File: src/hdl/lzw_variable_width_decoder_core_assert.svh
// assertion macros for the lzw decoder
`ifndef LZW_VARIABLE_WIDTH_DECODER_CORE_ASSERT_SVH
`define LZW_VARIABLE_WIDTH_DECODER_CORE_ASSERT_SVH
// implication checked on every clock, held off during reset
`define LZW_ASSERT_IMP(lbl, ante, cons) \
    lbl: assert property (@(posedge aclk) disable iff (!aresetn) (ante) |-> (cons)) \
        else $error("lzw check failed");
// next-cycle implication
`define LZW_ASSERT_NEXT(lbl, ante, cons) \
    lbl: assert property (@(posedge aclk) disable iff (!aresetn) (ante) |=> (cons)) \
        else $error("lzw check failed");
`endif

File: src/hdl/lzwd_pkg.sv
`timescale 1ns / 1ps
`default_nettype none
package lzwd_pkg;
    localparam int MaxWidth = 12;
    localparam int BufBits  = 20;
    localparam int StackDepth = 4096;

    typedef enum logic [1:0] {
        FUNC_START = 2'd0,
        FUNC_PUSH  = 2'd1,
        FUNC_PULL  = 2'd2,
        FUNC_NONE  = 2'd3
    } func_t;

    typedef enum logic [2:0] {
        ST_PIXEL    = 3'd0,
        ST_NEED     = 3'd1,
        ST_CLEAR    = 3'd2,
        ST_END      = 3'd3,
        ST_BAD      = 3'd4,
        ST_ACCEPTED = 3'd5,
        ST_REFUSED  = 3'd6
    } status_t;

    typedef enum logic [2:0] {
        S_IDLE,
        S_DECIDE,
        S_LOOKUP,
        S_WALK,
        S_POP,
        S_OUT
    } state_t;

    // controller to datapath
    typedef struct packed {
        logic    start;
        logic    push;
        logic    decide;
        logic    lookup;
        logic    walk;
        logic    pop;
        logic    set_status;
        status_t status;
    } cmd_t;

    // datapath to controller
    typedef struct packed {
        logic    stack_empty;
        logic    image_done;
        logic    push_ok;
        logic    enough_bits;
        logic    is_clear;
        logic    is_end;
        logic    is_known;
        logic    is_kwkwk;
        logic    walk_done;
    } stat_t;
endpackage
`default_nettype wire

File: src/hdl/lzwd_ctrl.sv
`timescale 1ns / 1ps
`default_nettype none
module lzwd_ctrl (
    input  wire logic             aclk,
    input  wire logic             aresetn,
    input  wire logic             s_valid,
    output logic                  s_ready,
    input  wire logic [1:0]       s_func,
    output logic                  m_valid,
    input  wire logic             m_ready,
    input  wire lzwd_pkg::stat_t  stat,
    output lzwd_pkg::cmd_t        cmd
);
    import lzwd_pkg::*;

    state_t state_reg, state_next;
    logic   m_valid_reg, m_valid_next;
    logic   accept;

    assign s_ready = (state_reg == S_IDLE) && !m_valid_reg;
    assign accept  = s_valid && s_ready;
    assign m_valid = m_valid_reg;

    always_comb begin
        state_next = state_reg;
        unique case (state_reg)
            S_IDLE:   if (accept) state_next = (func_t'(s_func) == FUNC_PULL) ? S_DECIDE : S_IDLE;
            S_DECIDE: begin
                if (!stat.stack_empty || stat.image_done || !stat.enough_bits) state_next = S_OUT;
                else state_next = S_LOOKUP;
            end
            S_LOOKUP: begin
                if (stat.is_clear || stat.is_end) state_next = S_IDLE;
                else if (stat.is_known || stat.is_kwkwk) state_next = S_WALK;
                else state_next = S_IDLE;
            end
            S_WALK:   if (stat.walk_done) state_next = S_POP;
            S_POP:    state_next = S_OUT;
            S_OUT:    state_next = S_IDLE;
            default:  state_next = S_IDLE;
        endcase
    end

    always_comb begin
        cmd = '0;
        cmd.status = ST_REFUSED;
        m_valid_next = m_valid_reg && !m_ready;
        unique case (state_reg)
            S_IDLE: if (accept) begin
                unique case (func_t'(s_func))
                    FUNC_START: begin
                        cmd.start = 1'b1; cmd.set_status = 1'b1; cmd.status = ST_NEED;
                        m_valid_next = 1'b1;
                    end
                    FUNC_PUSH: begin
                        cmd.push = 1'b1; cmd.set_status = 1'b1;
                        cmd.status = stat.push_ok ? ST_ACCEPTED : ST_REFUSED;
                        m_valid_next = 1'b1;
                    end
                    FUNC_PULL: ;
                    FUNC_NONE: begin
                        cmd.set_status = 1'b1; cmd.status = ST_REFUSED;
                        m_valid_next = 1'b1;
                    end
                    default: ;
                endcase
            end
            S_DECIDE: begin
                cmd.set_status = 1'b1;
                if (!stat.stack_empty) begin
                    cmd.pop = 1'b1; cmd.status = ST_PIXEL;
                end else if (stat.image_done) cmd.status = ST_END;
                else if (!stat.enough_bits) cmd.status = ST_NEED;
                else cmd.set_status = 1'b0;
                cmd.decide = stat.stack_empty && !stat.image_done && stat.enough_bits;
            end
            S_LOOKUP: begin
                cmd.lookup = 1'b1;
                cmd.set_status = 1'b1;
                if (stat.is_clear) cmd.status = ST_CLEAR;
                else if (stat.is_end) cmd.status = ST_END;
                else if (stat.is_known || stat.is_kwkwk) cmd.set_status = 1'b0;
                else cmd.status = ST_BAD;
                if (cmd.set_status) m_valid_next = 1'b1;
            end
            S_WALK: cmd.walk = 1'b1;
            S_POP: begin
                cmd.pop = 1'b1; cmd.set_status = 1'b1; cmd.status = ST_PIXEL;
            end
            S_OUT: m_valid_next = 1'b1;
            default: ;
        endcase
    end

    always_ff @(posedge aclk) begin
        if (!aresetn) begin
            state_reg   <= S_IDLE;
            m_valid_reg <= 1'b0;
        end else begin
            state_reg   <= state_next;
            m_valid_reg <= m_valid_next;
        end
    end

    `include "lzw_variable_width_decoder_core_assert.svh"
    `LZW_ASSERT_IMP(a_busy_not_ready, state_reg != S_IDLE, !s_ready)
    `LZW_ASSERT_IMP(a_out_holds_ready, m_valid_reg, !s_ready)
    `LZW_ASSERT_NEXT(a_pop_then_out, state_reg == S_POP, state_reg == S_OUT)
endmodule
`default_nettype wire

File: config.mk
export PLATFORM = sky130hd
export DESIGN_NAME = lzwd_ctrl
export DESIGN_NICKNAME = d
export VERILOG_FILES = /design/src/hdl/lzwd_pkg.sv /design/src/hdl/lzwd_ctrl.sv
export VERILOG_INCLUDE_DIRS = /design/src /design/src/hdl
export SDC_FILE = /design/constraint.sdc
export NUM_CORES = 1
export LEC_CHECK = 0
export BUFFER_PORTS_ARGS = -buffer_cell sky130_fd_sc_hd__buf_2
export CAP_MARGIN = 20
export CORE_AREA = 5 5 42 44
export DETAILED_ROUTE_END_ITERATION = 10
export DIE_AREA = 0 0 47 49
export SKIP_CTS_REPAIR_TIMING = 1
export SLEW_MARGIN = 20
export SYNTH_ARGS = -nofsm -noshare
export SYNTH_HDL_FRONTEND = slang
export SYNTH_SLANG_ARGS = --single-unit
File: constraint.sdc
create_clock -name aclk -period 2.3 [get_ports aclk]
set_clock_uncertainty 0.15 [all_clocks]
set_input_delay 0.345 -clock aclk [delete_from_list [all_inputs] [get_ports aclk]]
set_output_delay 0.345 -clock aclk [all_outputs]
set_load 0.01 [all_outputs]
==> results.toml <==
[place]
dp_hpwl_mm = 1.069
gp_congestion = 0.7760
io_buffers = 26

[hold_path]
hp-start = "aresetn"
holdPathEnd = "m_valid"
min_path_type = "in -> reg"
worstHoldPathCells = 3

[yosys]
yosysTopAreaCell = "dfxtp_1"
synthXorXnorAreaFrac_pct = 0
synth_cells = 66
synth.distinct_cells = 29
synth.area.top_cells = "dfxtp_1 18%, nand3b_1 8.5%, inv_1 6.8%, nand2b_1 5.6%, nor2_1 5.1%"
async_flop_share_pct = 0
syn_avg_cell_area_sq_um = 6.730
synth_mux_area_share_pct = 0
synth-compound-area-share_pct = 30.99
ys_seq_area_share_pct = 18.03
yosys.area_share.adder_pct = 0
synth_top_family_by_area = "simple AND/OR/NAND/NOR gates"
synth_fp_nets = 81
synth_warnings = 0
synth_simple_gate_area_share_pct = 40.28
synth_area_sq_um = 444.2
ys_ff_latch = 4
synth_edf_count = 0
synth_flop_cell = "dfxtp_1"
synth_top_area_share_pct = 18.03

[global_route]
grt.total_usage_pct = 11.45
grt_pass1_vias = 481
grt_pass1_wl_mm = 1.945
antenna_found_initial = 0
grt_overflow = 0
grt_max_degree = 14

[pwr]
power.density_nw_per_um2 = 1272
combPwrFrac_pct = 74.8
clkPwrFrac_pct = 10.6
switching_share_pct = 45.31
p_int_w = 0.0004597
switchingPower_w = 0.0003808
irDropWorstVdd_uv = 553.0
seqPwrFrac_pct = 14.6
power.total_w = 0.0008404
p_leak_nw = 0.3327

[floorplan]
ioPinCount = 27
start_util_pct = 31.70
fp.dieArea_sq_um = 2303
dieWidth_um = 47
rows = 14
die_h_um = 49
coreArea_sq_um = 1401

[critical_path]
timing.critical_path.buf_inv = 1
r2r_cells = 4
start_kind = "register"
r2r_end = "m_valid"
crit_path_frequent_cell = "or3_4"
path_max_fanout = 3
cp-end-kind = "output pin"
regToRegSetupSlack_ps = 670
worstPathArrival_ps = 1760
required_ps = 1800
path_class = "reg -> out"
crit_family = "simple AND/OR/NAND/NOR gates"
crit_chain = "or3_4, or3_4, a21oi_4, o221ai_2, buf_2"
r2r_start = "state_reg[1]"
slowest_stage = "or3_4"
critPathMaxStageDelay_ps = 430

[timing]
worst_pin_slew_ps = 345.5
min_period_ps = 2255
rsz0062_at_grt = "true"
finalSetupViolations = 0
period_share_pct = 98.02
slew_violations = 0
max_slew_margin_pct = 76.67
fmax_mhz = 443.5
hold_viol = 0

[final_layout]
layout_common_cells = "26 x buf_2, 8 x inv_1, 6 x nor2_1"
utilization_pct = 47.14
diodes = 0
drive_gt1_share_pct = 42.71
syn_to_final_growth_pct = 48.73
fin_nets = 113
largest_reg_flops = 3
final_common_cell = "buf_2"

[clocking]
cts_buffers = 3
clk_latency_ps = 240
cts.htree.levels = 1
cts_tree = "yes"
clockBufferDepth = 2
clk_pin_slew_ps = 40
root_buffer = "clkbuf_4"
clock-sinks = 4

[drt]
post-route-drc-count = 0
routed_wl_mm = 1.313
wire_per_inst_um = 11.72
postRouteAntennaNets = 0
dr.pass1.iters = 4
drt_iter0_markers = 9
via_per_inst = 5.125
vias = 574

[status]
status = "complete, no violations"

[run]
cap_violations = 0
routing by layer:
layer / track usage [%] / up-vias / share of wire [%] / wire, um
li1: - / 300 / - / -
met1: 14.85 / 255 / 45 / 592
met2: 16.74 / 19 / 47 / 621
met3: 2.214 / 0 / 7.6 / 100
met4: 6.912 / 0 / 0 / 0
met5: 0 / - / 0 / 0
area by class of cell:
class / instances / area (sq um)
timing repair buffer: 31 / 167.7
tap: 16 / 20.02
fill: 159 / 740.7
clock buffer: 3 / 22.52
sequential: 4 / 81.33
multi-input combinational: 50 / 339.1
inverter: 8 / 30.03
stage by stage:
stage	TNS, ps	instance area [sq um]	hold slack (ps)	instances	setup WS [ps]
2_1_floorplan	0	444.2	304.3	66	277.1
3_3_place_gp	0	614.3	435.9	109	157.6
3_5_place_dp	0	614.3	441.4	109	125.8
4_1_cts	0	636.9	196.1	112	20.52
5_1_grt	-19.07	660.6	193.1	112	-18.11
6_report	0	660.6	197.3	112	45.43
worst reg2reg max path, stage by stage, from the launching register on:
cell and delay [ps]:
dfxtp_2 310, or3_4 380, buf_4 160, or3_1 380, a31oi_1 170
worst max-delay path by stage:
stage,start,to,slack [ps],depth (start not counted)
floorplan,state_reg[2],cmd[2],280,5
global placement,stat[7],cmd[2],160,6
detailed placement,stat[7],cmd[2],130,6
CTS,state_reg[2],cmd[1],20,5
global route,state_reg[1],cmd[1],-20,5
finish,state_reg[1],cmd[1],50,5
synth_stat cells (all sizes together), types with 2 or more instances:
master and n:
a21o 2, a21oi 4, a31oi 2, buf 2, clkbuf 2, dfxtp 4, inv 8, nand2 5
nand2b 4, nand3b 5, nor2 6, nor3b 2, o21ai 5, or3 3
logic make-up (layout without fill, tap and decap cells):
logic type | count (synthesis) | after routing
simple gates | 30 | 30
buf+inv | 12 | 42
flops | 4 | 4
compound gates | 20 | 20
power by group through the flow:
| stage | Clock, W | Combinational (W) | Sequential (W) |
|---|---|---|---|
| global placement | 0 | 0.000598 | 0.000122 |
| floorplan | 0 | 0.000373 | 0.000121 |
| finish | 0.0000892 | 0.000628 | 0.000123 |
| detailed placement | 0 | 0.000596 | 0.000120 |
| global route | 0.000100 | 0.000691 | 0.000128 |
| CTS | 0.0000906 | 0.000599 | 0.000119 |
No activity file was read; power rests on OpenSTA's default activity.
